==> config.mk <==
export PLATFORM = sky130hd
export DESIGN_NAME = multichannel_pulse_rate_monitor_top
export DESIGN_NICKNAME = d
export VERILOG_FILES = /design/src/sv/mprm_pkg.sv /design/src/sv/mprm_ram.sv /design/src/sv/mprm_div.sv /design/src/sv/multichannel_pulse_rate_monitor_top.sv
export SDC_FILE = /design/constraint.sdc
export NUM_CORES = 2
export LEC_CHECK = 0
export ABC_AREA = 1
export BUFFER_PORTS_ARGS = -buffer_cell sky130_fd_sc_hd__buf_4
export CORE_ASPECT_RATIO = 1.2
export CORE_MARGIN = 2
export CORE_UTILIZATION = 35
export CTS_CLUSTER_SIZE = 24
export DETAILED_ROUTE_END_ITERATION = 8
export SLEW_MARGIN = 20
export SYNTH_ARGS = -nofsm -noshare
export SYNTH_HDL_FRONTEND = slang
export SYNTH_SLANG_ARGS = --single-unit
==> constraint.sdc <==
create_clock -name aclk -period 23.5 [get_ports aclk]
set_input_delay 2.35 -clock aclk [delete_from_list [all_inputs] [get_ports aclk]]
set_output_delay 2.35 -clock aclk [all_outputs]
set_load 0.01 [all_outputs]
==> src/sv/mprm_pkg.sv <==
// Types, constants and helpers of the pulse rate monitor.
`default_nettype none

package mprm_pkg;

    localparam int CHAN_W    = 4;
    localparam int STAMP_W   = 32;
    localparam int VAL_W     = 16;
    localparam int CLK_HZ_W  = 31;
    localparam int PRE_W     = 16;
    localparam int CFG_IDX_W = 3;
    localparam int TIMER_W   = 17;
    localparam int QUO_W     = CLK_HZ_W;
    localparam int DIVISOR_W = PRE_W + 1 + STAMP_W;
    localparam int RATE_IN_W = 10;

    localparam logic CMD_TICK   = 1'b0;
    localparam logic CMD_PULSE  = 1'b1;
    localparam logic KIND_RATE  = 1'b0;
    localparam logic KIND_COUNT = 1'b1;

    localparam logic [CFG_IDX_W-1:0] REG_CLOCK_HZ     = 3'd0;
    localparam logic [CFG_IDX_W-1:0] REG_PRESCALE     = 3'd1;
    localparam logic [CFG_IDX_W-1:0] REG_RATE_PERIOD  = 3'd2;
    localparam logic [CFG_IDX_W-1:0] REG_COUNT_PERIOD = 3'd3;
    localparam logic [CFG_IDX_W-1:0] REG_IDLE_LIMIT   = 3'd4;

    localparam logic [CLK_HZ_W-1:0] RST_CLOCK_HZ     = 31'd100000000;
    localparam logic [PRE_W-1:0]    RST_PRESCALE     = 16'd99;
    localparam logic [VAL_W-1:0]    RST_RATE_PERIOD  = 16'd300;
    localparam logic [VAL_W-1:0]    RST_COUNT_PERIOD = 16'd300;
    localparam logic [VAL_W-1:0]    RST_IDLE_LIMIT   = 16'd500;

    localparam logic [QUO_W-1:0] RATE_SAT_LIMIT = 31'd655;
    localparam logic [VAL_W-1:0] RATE_SCALE     = 16'd100;
    localparam logic [VAL_W-1:0] VAL_MAX        = 16'hFFFF;

    typedef struct packed {
        logic [STAMP_W-1:0] stamp;
        logic [VAL_W-1:0]   rate;
        logic [VAL_W-1:0]   count;
        logic [VAL_W-1:0]   idle;
    } chan_entry_t;

    typedef enum logic [3:0] {
        S_IDLE,
        S_PREAD,
        S_PMUL,
        S_PDIV,
        S_PWRITE,
        S_SREAD,
        S_SPROC,
        S_CREAD,
        S_CPROC
    } seq_state_t;

    typedef struct packed {
        logic                 start;
        logic [CLK_HZ_W-1:0]  dividend;
        logic [DIVISOR_W-1:0] divisor;
    } div_req_t;

    typedef struct packed {
        logic             busy;
        logic [QUO_W-1:0] quotient;
    } div_rsp_t;

    // rate * 100, saturated to 16 bits
    function automatic logic [VAL_W-1:0] scale_rate(input logic [QUO_W-1:0] q);
        logic [VAL_W-1:0] r;
        if (q > RATE_SAT_LIMIT) begin
            r = VAL_MAX;
        end else begin
            r = VAL_W'(q[RATE_IN_W-1:0]) * RATE_SCALE;
        end
        return r;
    endfunction

endpackage

`default_nettype wire

==> src/sv/mprm_ram.sv <==
// Generic single-port-write, single-port-read RAM with registered read.
`default_nettype none

module mprm_ram #(
    parameter int WIDTH = 80,
    parameter int DEPTH = 16
) (
    input  wire logic                                  aclk,
    input  wire logic                                  we,
    input  wire logic [(DEPTH > 1 ? $clog2(DEPTH) : 1)-1:0] waddr,
    input  wire logic [WIDTH-1:0]                      wdata,
    input  wire logic [(DEPTH > 1 ? $clog2(DEPTH) : 1)-1:0] raddr,
    output logic [WIDTH-1:0]                           rdata
);

    logic [WIDTH-1:0] mem_reg [DEPTH];
    logic [WIDTH-1:0] rdata_reg;

    always_ff @(posedge aclk) begin
        if (we) begin
            mem_reg[waddr] <= wdata;
        end
        rdata_reg <= mem_reg[raddr];
    end

    assign rdata = rdata_reg;

endmodule

`default_nettype wire

==> src/sv/mprm_div.sv <==
// Restoring divider, one quotient bit per cycle.
`default_nettype none

module mprm_div (
    input  wire logic              aclk,
    input  wire logic              aresetn,
    input  wire mprm_pkg::div_req_t req,
    output mprm_pkg::div_rsp_t     rsp
);

    localparam int QW    = mprm_pkg::QUO_W;
    localparam int DW    = mprm_pkg::DIVISOR_W;
    localparam int STEPW = $clog2(QW + 1);

    logic             busy_reg;
    logic [STEPW-1:0] cnt_reg;
    logic [QW-1:0]    num_reg;
    logic [DW-1:0]    den_reg;
    logic [QW-1:0]    rem_reg;
    logic [QW-1:0]    quo_reg;

    logic [QW:0]      rem_shift;
    logic [DW-1:0]    diff;
    logic             fits;
    logic [QW-1:0]    rem_next;

    always_comb begin
        rem_shift = {rem_reg, num_reg[QW-1]};
        fits      = DW'(rem_shift) >= den_reg;
        diff      = DW'(rem_shift) - den_reg;
        rem_next  = fits ? diff[QW-1:0] : rem_shift[QW-1:0];
    end

    always_ff @(posedge aclk) begin
        if (!aresetn) begin
            busy_reg <= 1'b0;
            cnt_reg  <= '0;
        end else if (req.start) begin
            busy_reg <= 1'b1;
            cnt_reg  <= STEPW'(QW);
        end else if (busy_reg) begin
            busy_reg <= (cnt_reg != STEPW'(1));
            cnt_reg  <= cnt_reg - STEPW'(1);
        end
    end

    always_ff @(posedge aclk) begin
        if (req.start) begin
            num_reg <= req.dividend;
            den_reg <= req.divisor;
            rem_reg <= '0;
            quo_reg <= '0;
        end else if (busy_reg) begin
            num_reg <= {num_reg[QW-2:0], 1'b0};
            rem_reg <= rem_next;
            quo_reg <= {quo_reg[QW-2:0], fits};
        end
    end

    assign rsp.busy     = busy_reg;
    assign rsp.quotient = quo_reg;

endmodule

`default_nettype wire

==> src/sv/multichannel_pulse_rate_monitor_top.sv <==
// Top level of the multichannel pulse rate monitor.
// Usage:
//   s_* channel: one item per transfer; s_cmd selects a 1 ms tick or a pulse
//   (s_channel, s_timestamp). s_ready is high only while the block is idle.
//   m_* channel: report entries, rate runs first, then count runs, each run
//   CHANNELS entries long with m_last on the final one.
//   cfg_* channel: register writes, always ready; index 0..4, others dropped.
// Sequence, one item at a time: a pulse is accepted, then its entry is read,
//   the interval multiplied, the quotient found in 31 divider steps and the
//   entry written back, then the channel sweep follows; a zero interval skips
//   the divider. A tick is accepted and goes straight to the sweep. The sweep
//   does one RAM read and one write-back per channel, and a count run adds a
//   further pass that reads each entry, emits its count and clears it.
// Reset clears all channel state at once through per-entry valid flags and
// restores the register defaults; no clearing pass. When the receiver stalls,
// the single output register holds its entry and a sweep that emits waits on it.
`default_nettype none

module multichannel_pulse_rate_monitor_top #(
    parameter int CHANNELS = 16
) (
    input  wire logic        aclk,
    input  wire logic        aresetn,
    input  wire logic        s_valid,
    output logic             s_ready,
    input  wire logic        s_cmd,
    input  wire logic [3:0]  s_channel,
    input  wire logic [31:0] s_timestamp,
    output logic             m_valid,
    input  wire logic        m_ready,
    output logic             m_report_kind,
    output logic [3:0]       m_sensor_id,
    output logic [15:0]      m_value,
    output logic             m_last,
    input  wire logic        cfg_valid,
    output logic             cfg_ready,
    input  wire logic [2:0]  cfg_index,
    input  wire logic [30:0] cfg_data
);

    localparam int IW  = (CHANNELS > 1) ? $clog2(CHANNELS) : 1;
    localparam int CW  = mprm_pkg::CHAN_W;
    localparam int VW  = mprm_pkg::VAL_W;
    localparam int TW  = mprm_pkg::TIMER_W;
    localparam int SW  = mprm_pkg::STAMP_W;
    localparam int PW  = mprm_pkg::PRE_W;
    localparam int DW  = mprm_pkg::DIVISOR_W;
    localparam int EW  = $bits(mprm_pkg::chan_entry_t);

    // configuration
    logic [mprm_pkg::CLK_HZ_W-1:0] clock_hz_reg;
    logic [PW-1:0]                 prescale_reg;
    logic [VW-1:0]                 rate_period_reg;
    logic [VW-1:0]                 count_period_reg;
    logic [VW-1:0]                 idle_limit_reg;

    // control
    mprm_pkg::seq_state_t state_reg, state_next;
    logic [IW-1:0]        idx_reg, idx_next;
    logic [CHANNELS-1:0]  valid_reg;
    logic [TW-1:0]        rate_timer_reg;
    logic [TW-1:0]        count_timer_reg;
    logic                 tick_reg;
    logic                 rate_fire_reg;
    logic                 count_fire_reg;
    logic                 m_valid_reg;

    // payload
    logic [SW-1:0]        stamp_reg;
    logic [VW-1:0]        cnt_reg;
    logic                 zero_reg;
    logic                 m_kind_reg;
    logic [CW-1:0]        m_id_reg;
    logic [VW-1:0]        m_value_reg;
    logic                 m_last_reg;

    // datapath
    logic                 s_accept;
    logic [IW+CW-1:0]     ch_wide;
    logic                 ch_ok;
    logic                 pulse_go;
    logic                 is_tick;
    logic                 rate_t_inc, count_t_inc;
    logic [TW-1:0]        rate_t_new, count_t_new;
    logic                 rate_fire_now, count_fire_now;

    logic [EW-1:0]        ram_rdata;
    logic [EW-1:0]        ram_wdata;
    logic                 ram_we;
    mprm_pkg::chan_entry_t entry, wentry;
    logic [SW-1:0]        delta;
    logic                 delta_zero;
    logic [PW:0]          pre_plus1;
    logic [TW-1:0]        cap_wide;
    logic [VW-1:0]        idle_cap;
    logic [VW-1:0]        idle_new;
    logic [VW-1:0]        rate_new;
    logic [IW+CW-1:0]     idx_wide;
    logic                 idx_last;
    logic                 out_free;
    logic                 proceed;
    logic                 emit_load;
    logic                 emit_kind;
    logic [VW-1:0]        emit_value;

    mprm_pkg::div_req_t   div_req;
    mprm_pkg::div_rsp_t   div_rsp;

    assign s_ready   = (state_reg == mprm_pkg::S_IDLE);
    assign cfg_ready = 1'b1;
    assign s_accept  = s_valid && s_ready;

    always_comb begin
        ch_wide        = (IW + CW)'(s_channel);
        ch_ok          = ch_wide < (IW + CW)'(CHANNELS);
        is_tick        = (s_cmd == mprm_pkg::CMD_TICK);
        pulse_go       = (s_cmd == mprm_pkg::CMD_PULSE) && ch_ok;
        rate_t_inc     = is_tick && (rate_timer_reg < TW'(rate_period_reg) + TW'(2));
        count_t_inc    = is_tick && (count_timer_reg < TW'(count_period_reg) + TW'(2));
        rate_t_new     = rate_t_inc ? rate_timer_reg + TW'(1) : rate_timer_reg;
        count_t_new    = count_t_inc ? count_timer_reg + TW'(1) : count_timer_reg;
        rate_fire_now  = rate_t_new > TW'(rate_period_reg);
        count_fire_now = count_t_new > TW'(count_period_reg);
    end

    always_comb begin
        entry      = valid_reg[idx_reg] ? mprm_pkg::chan_entry_t'(ram_rdata) : '0;
        delta      = stamp_reg - entry.stamp;
        delta_zero = (delta == '0);
        pre_plus1  = (PW + 1)'(prescale_reg) + (PW + 1)'(1);
        cap_wide   = TW'(idle_limit_reg) + TW'(2);
        idle_cap   = (cap_wide > TW'(mprm_pkg::VAL_MAX)) ? mprm_pkg::VAL_MAX
                                                         : cap_wide[VW-1:0];
        idle_new   = (tick_reg && (entry.idle < idle_cap)) ? entry.idle + VW'(1)
                                                           : entry.idle;
        rate_new   = (idle_new > idle_limit_reg) ? '0 : entry.rate;
        idx_wide   = (IW + CW)'(idx_reg);
        idx_last   = (idx_reg == IW'(CHANNELS - 1));
        out_free   = !m_valid_reg || m_ready;
    end

    // next state
    always_comb begin
        state_next = state_reg;
        idx_next   = idx_reg;
        unique case (state_reg)
            mprm_pkg::S_IDLE: begin
                if (s_accept) begin
                    state_next = pulse_go ? mprm_pkg::S_PREAD : mprm_pkg::S_SREAD;
                    idx_next   = pulse_go ? ch_wide[IW-1:0] : '0;
                end
            end
            mprm_pkg::S_PREAD: state_next = mprm_pkg::S_PMUL;
            mprm_pkg::S_PMUL: begin
                state_next = delta_zero ? mprm_pkg::S_PWRITE : mprm_pkg::S_PDIV;
            end
            mprm_pkg::S_PDIV: begin
                if (!div_rsp.busy) begin
                    state_next = mprm_pkg::S_PWRITE;
                end
            end
            mprm_pkg::S_PWRITE: begin
                state_next = mprm_pkg::S_SREAD;
                idx_next   = '0;
            end
            mprm_pkg::S_SREAD: state_next = mprm_pkg::S_SPROC;
            mprm_pkg::S_SPROC: begin
                if (!rate_fire_reg || out_free) begin
                    if (idx_last) begin
                        state_next = count_fire_reg ? mprm_pkg::S_CREAD : mprm_pkg::S_IDLE;
                        idx_next   = '0;
                    end else begin
                        state_next = mprm_pkg::S_SREAD;
                        idx_next   = idx_reg + IW'(1);
                    end
                end
            end
            mprm_pkg::S_CREAD: state_next = mprm_pkg::S_CPROC;
            mprm_pkg::S_CPROC: begin
                if (out_free) begin
                    if (idx_last) begin
                        state_next = mprm_pkg::S_IDLE;
                        idx_next   = '0;
                    end else begin
                        state_next = mprm_pkg::S_CREAD;
                        idx_next   = idx_reg + IW'(1);
                    end
                end
            end
            default: begin
                state_next = mprm_pkg::S_IDLE;
                idx_next   = '0;
            end
        endcase
    end

    // outputs of the sequencer
    always_comb begin
        ram_we           = 1'b0;
        wentry           = entry;
        proceed          = 1'b0;
        emit_load        = 1'b0;
        emit_kind        = mprm_pkg::KIND_RATE;
        emit_value       = entry.rate;
        div_req.start    = 1'b0;
        div_req.dividend = clock_hz_reg;
        div_req.divisor  = DW'(pre_plus1) * DW'(delta);
        unique case (state_reg)
            mprm_pkg::S_PMUL: begin
                div_req.start = !delta_zero;
            end
            mprm_pkg::S_PWRITE: begin
                ram_we       = 1'b1;
                wentry.stamp = stamp_reg;
                wentry.rate  = zero_reg ? '0 : mprm_pkg::scale_rate(div_rsp.quotient);
                wentry.count = cnt_reg;
                wentry.idle  = '0;
            end
            mprm_pkg::S_SPROC: begin
                proceed     = !rate_fire_reg || out_free;
                ram_we      = proceed;
                wentry.rate = rate_new;
                wentry.idle = idle_new;
                emit_load   = rate_fire_reg && proceed;
                emit_kind   = mprm_pkg::KIND_RATE;
                emit_value  = rate_new;
            end
            mprm_pkg::S_CPROC: begin
                proceed      = out_free;
                ram_we       = out_free;
                wentry.count = '0;
                emit_load    = out_free;
                emit_kind    = mprm_pkg::KIND_COUNT;
                emit_value   = entry.count;
            end
            default: begin
                ram_we = 1'b0;
            end
        endcase
        ram_wdata = wentry;
    end

    always_ff @(posedge aclk) begin
        if (!aresetn) begin
            state_reg        <= mprm_pkg::S_IDLE;
            idx_reg          <= '0;
            valid_reg        <= '0;
            rate_timer_reg   <= '0;
            count_timer_reg  <= '0;
            tick_reg         <= 1'b0;
            rate_fire_reg    <= 1'b0;
            count_fire_reg   <= 1'b0;
            m_valid_reg      <= 1'b0;
            clock_hz_reg     <= mprm_pkg::RST_CLOCK_HZ;
            prescale_reg     <= mprm_pkg::RST_PRESCALE;
            rate_period_reg  <= mprm_pkg::RST_RATE_PERIOD;
            count_period_reg <= mprm_pkg::RST_COUNT_PERIOD;
            idle_limit_reg   <= mprm_pkg::RST_IDLE_LIMIT;
        end else begin
            state_reg <= state_next;
            idx_reg   <= idx_next;
            if (ram_we) begin
                valid_reg[idx_reg] <= 1'b1;
            end
            if (s_accept) begin
                tick_reg        <= is_tick;
                rate_fire_reg   <= rate_fire_now;
                count_fire_reg  <= count_fire_now;
                rate_timer_reg  <= rate_fire_now ? '0 : rate_t_new;
                count_timer_reg <= count_fire_now ? '0 : count_t_new;
            end
            if (emit_load) begin
                m_valid_reg <= 1'b1;
            end else if (m_ready) begin
                m_valid_reg <= 1'b0;
            end
            if (cfg_valid && cfg_ready) begin
                unique case (cfg_index)
                    mprm_pkg::REG_CLOCK_HZ:     clock_hz_reg     <= cfg_data;
                    mprm_pkg::REG_PRESCALE:     prescale_reg     <= cfg_data[PW-1:0];
                    mprm_pkg::REG_RATE_PERIOD:  rate_period_reg  <= cfg_data[VW-1:0];
                    mprm_pkg::REG_COUNT_PERIOD: count_period_reg <= cfg_data[VW-1:0];
                    mprm_pkg::REG_IDLE_LIMIT:   idle_limit_reg   <= cfg_data[VW-1:0];
                    default: begin
                    end
                endcase
            end
        end
    end

    always_ff @(posedge aclk) begin
        if (s_accept) begin
            stamp_reg <= s_timestamp;
        end
        if (state_reg == mprm_pkg::S_PMUL) begin
            cnt_reg  <= entry.count + VW'(1);
            zero_reg <= delta_zero;
        end
        if (emit_load) begin
            m_kind_reg  <= emit_kind;
            m_id_reg    <= idx_wide[CW-1:0];
            m_value_reg <= emit_value;
            m_last_reg  <= idx_last;
        end
    end

    assign m_valid       = m_valid_reg;
    assign m_report_kind = m_kind_reg;
    assign m_sensor_id   = m_id_reg;
    assign m_value       = m_value_reg;
    assign m_last        = m_last_reg;

    mprm_ram #(
        .WIDTH (EW),
        .DEPTH (CHANNELS)
    ) u_ram (
        .aclk  (aclk),
        .we    (ram_we),
        .waddr (idx_reg),
        .wdata (ram_wdata),
        .raddr (idx_reg),
        .rdata (ram_rdata)
    );

    mprm_div u_div (
        .aclk    (aclk),
        .aresetn (aresetn),
        .req     (div_req),
        .rsp     (div_rsp)
    );

endmodule

`default_nettype wire

==> results_dict.tcl <==
set metrics [dict create \
    status "complete, no violations" \
    cp.required_ps 24080 \
    grt_first_pass_wirelength_um 415000 \
    syn_nets 10172 \
    final_cell_mix "1,709 x nand2_1, 1,431 x edfxtp_1, 1,194 x nor2_1" \
    syn_area_um2 92900 \
    clk_latency_ps 890 \
    postRouteAntennaNets 0 \
    die_w_um 474 \
    layout_commonest_cell "nand2_1" \
    slowest_stage "buf_4" \
    cts_max_path_buffers 4 \
    num_vias 67804 \
    dieArea_um2 269000 \
    crit_fanout 45 \
    htreeDepth 4 \
    arrival_ps 11920 \
    cts_setup_buffers 0 \
    gp_congestion 0.931 \
    critPathKind "register to register" \
    synth_compound_gate_area_share_pct 10.2 \
    cp-end-kind "register" \
    route.detailed.drc 0 \
    track_usage_pct 20.0 \
    cts_tree "done" \
    grt_pass1_vias 67806 \
    drtIter0Drc 6115 \
    wl_per_cell_um 21.2 \
    slew_viol_final 0 \
    skew_ps 101 \
    synth-simple-area-share_pct 14.6 \
    avgSynthCellArea_um2 9.98 \
    rsz0062_at_grt "no" \
    cts-root-buf "clkbuf_16" \
    antenna_found_initial 8 \
    min_period_over_period_pct 48.2 \
    first_pass_iters 6 \
    wl_um 276000 \
    yosysSeqAreaShare_pct 52.9 \
    start_util_pct 35.1 \
    worst_pin_slew_ps 1100 \
    seqCellArea_um2 49100 \
    die_h_um 568 \
    timing.critical_path.mode_cell "nand2_1" \
    yosys-mux-area-fraction_pct 0.0121 \
    coreArea_um2 264000 \
    finalSetupTns_ps 0 \
    crit_path_start_kind "register" \
    cts_sinks 1736 \
    syn2layout_area_growth_pct 11.8 \
    grt_max_degree 212 \
    largest_register_ffs 1280 \
    drive_above_1_share_pct 6.96 \
    yosys_warnings 0 \
    layout.nets 10187 \
    cts_buffers 184 \
    slew_headroom_pct 26.2 \
    portBuffers 99 \
    drv_cap 0 \
    post_cts_resized 0 \
    routed_via_density 5.21 \
    multi_input_area_um2 38100 \
    hold_buffers 0 \
    rows 207 \
    grt_overflow 0 \
    syn_inst 9307 \
    synth_xor_area_share_pct 1.75 \
    synth_fa_ha_area_share_pct 14.3 \
    clkTransAtPathRegs_ps 60 \
    min_period_ps 11340 \
    hpwl_um 173000 \
    ys_ff_latch 1736 \
    pin_count 101 \
    fillers 25757 \
    synth_top_family_by_area "simple AND/OR/NAND/NOR gates" \
    cp_slowest_stage_delay_ps 710 \
    setup_violations 0 \
    hold_class "register to register" \
    final_hold_viol_count 0 \
    fmax_mhz 88.2 \
    ys_types 60 \
]
## area by class of cell
type                       instances  share of cell area [%]
tap                             3553                    4.28
antenna                            2                 0.00482
timing repair buffer             260                    1.95
clock inverter                    85                   0.856
sequential                      1736                    47.3
inverter                        1078                    4.00
clock buffer                     249                    4.95
multi-input combinational       6062                    36.7
## cells by family after synthesis
kind of cell,Yosys count
muxes,1
adders and majority gates,789
and+or+nand+nor,3370
DFF,1736
xor gates and xnor gates,182
AOI/OAI and AO/OA,1719
buffers and inverters,1509
other,1
## critical path, delay by kind of cell (launching register included)
family                     cells  cell delay [ps]
adders and majority gates      9             3900
DFF                            1              500
AOI/OAI and AO/OA              8             1680
and+or+nand+nor               16             2200
xor gates and xnor gates       1              160
buffers and inverters         11             2570
## synth_stat cells, drive strengths merged
cell / instances / area, um^2
a21o: 13 / 97.6
a21oi: 317 / 1770
fa: 456 / 9130
xnor2: 49 / 437
a221oi: 7 / 61.3
nand3: 189 / 956
mux2: 1 / 11.3
nand3b: 12 / 90.1
buf: 44 / 284
or3: 2 / 12.5
a211o: 1 / 8.76
clkbuf: 387 / 1450
nor3b: 1 / 7.51
nor4b: 2 / 17.5
or2: 10 / 62.6
nand4: 138 / 863
or4: 1 / 7.51
o211ai: 28 / 210
nor2: 1207 / 4550
o221ai: 5 / 43.8
o31ai: 3 / 22.5
ha: 333 / 4170
edfxtp: 1431 / 43000
o2111ai: 1 / 8.76
inv: 1067 / 4010
o22ai: 337 / 2110
a211oi: 5 / 37.5
nor4: 21 / 131
clkinv: 11 / 41.3
dfxtp: 305 / 6110
xor2: 133 / 1190
nor3: 68 / 375
and2: 4 / 25.0
o221a: 1 / 11.3
o21bai: 14 / 105
a31oi: 24 / 150
o32ai: 1 / 8.76
o21a: 9 / 67.6
o31a: 1 / 8.76
conb: 1 / 3.75
a21boi: 5 / 37.5
o21ai: 947 / 4750
nand2: 1715 / 6460
## path summary, 6_finish.rpt
path,startpoint,endpoint,slack [ps],depth (start not counted)
min reg2reg,u_div.quo_reg[12]$_SDFFE_PP0P_,u_div.quo_reg[13]$_SDFFE_PP0P_,450,2
max,idx_reg[3]$_SDFFE_PN0P_,u_div.den_reg[47]$_DFFE_PP_,12160,45
max reg2reg,idx_reg[3]$_SDFFE_PN0P_,u_div.den_reg[47]$_DFFE_PP_,12160,45
min,u_div.quo_reg[12]$_SDFFE_PP0P_,u_div.quo_reg[13]$_SDFFE_PP0P_,450,2
## per-stage QoR
| stage | setup slack (ps) | instances | cell area (um^2) | utilization, % | hold slack, ps |
|---|---|---|---|---|---|
| 6_report | 12160 | 13025 | 104000 | 39.3 | 450 |
| 3_3_place_gp | 12350 | 12686 | 97800 | 37.0 | 442 |
| 3_5_place_dp | 12200 | 12686 | 97800 | 37.0 | 444 |
| 4_1_cts | 12220 | 13020 | 104000 | 39.2 | 436 |
| 5_1_grt | 11520 | 13024 | 104000 | 39.3 | 443 |
| 2_1_floorplan | 14960 | 9307 | 92900 | - | 403 |
## per-layer routing
| layer | vias up | track usage [%] | routed length, um |
|---|---|---|---|
| met5 | - | 0 | 38 |
| met4 | 6 | 6.71 | 9060 |
| met3 | 523 | 2.50 | 17900 |
| met2 | 2412 | 34.7 | 136000 |
| met1 | 33576 | 25.8 | 114000 |
| li1 | 31287 | - | - |
Power is left out: the tool's default activity adds up to more than one toggle a clock period on the data nets, which glitch-free logic cannot reach.
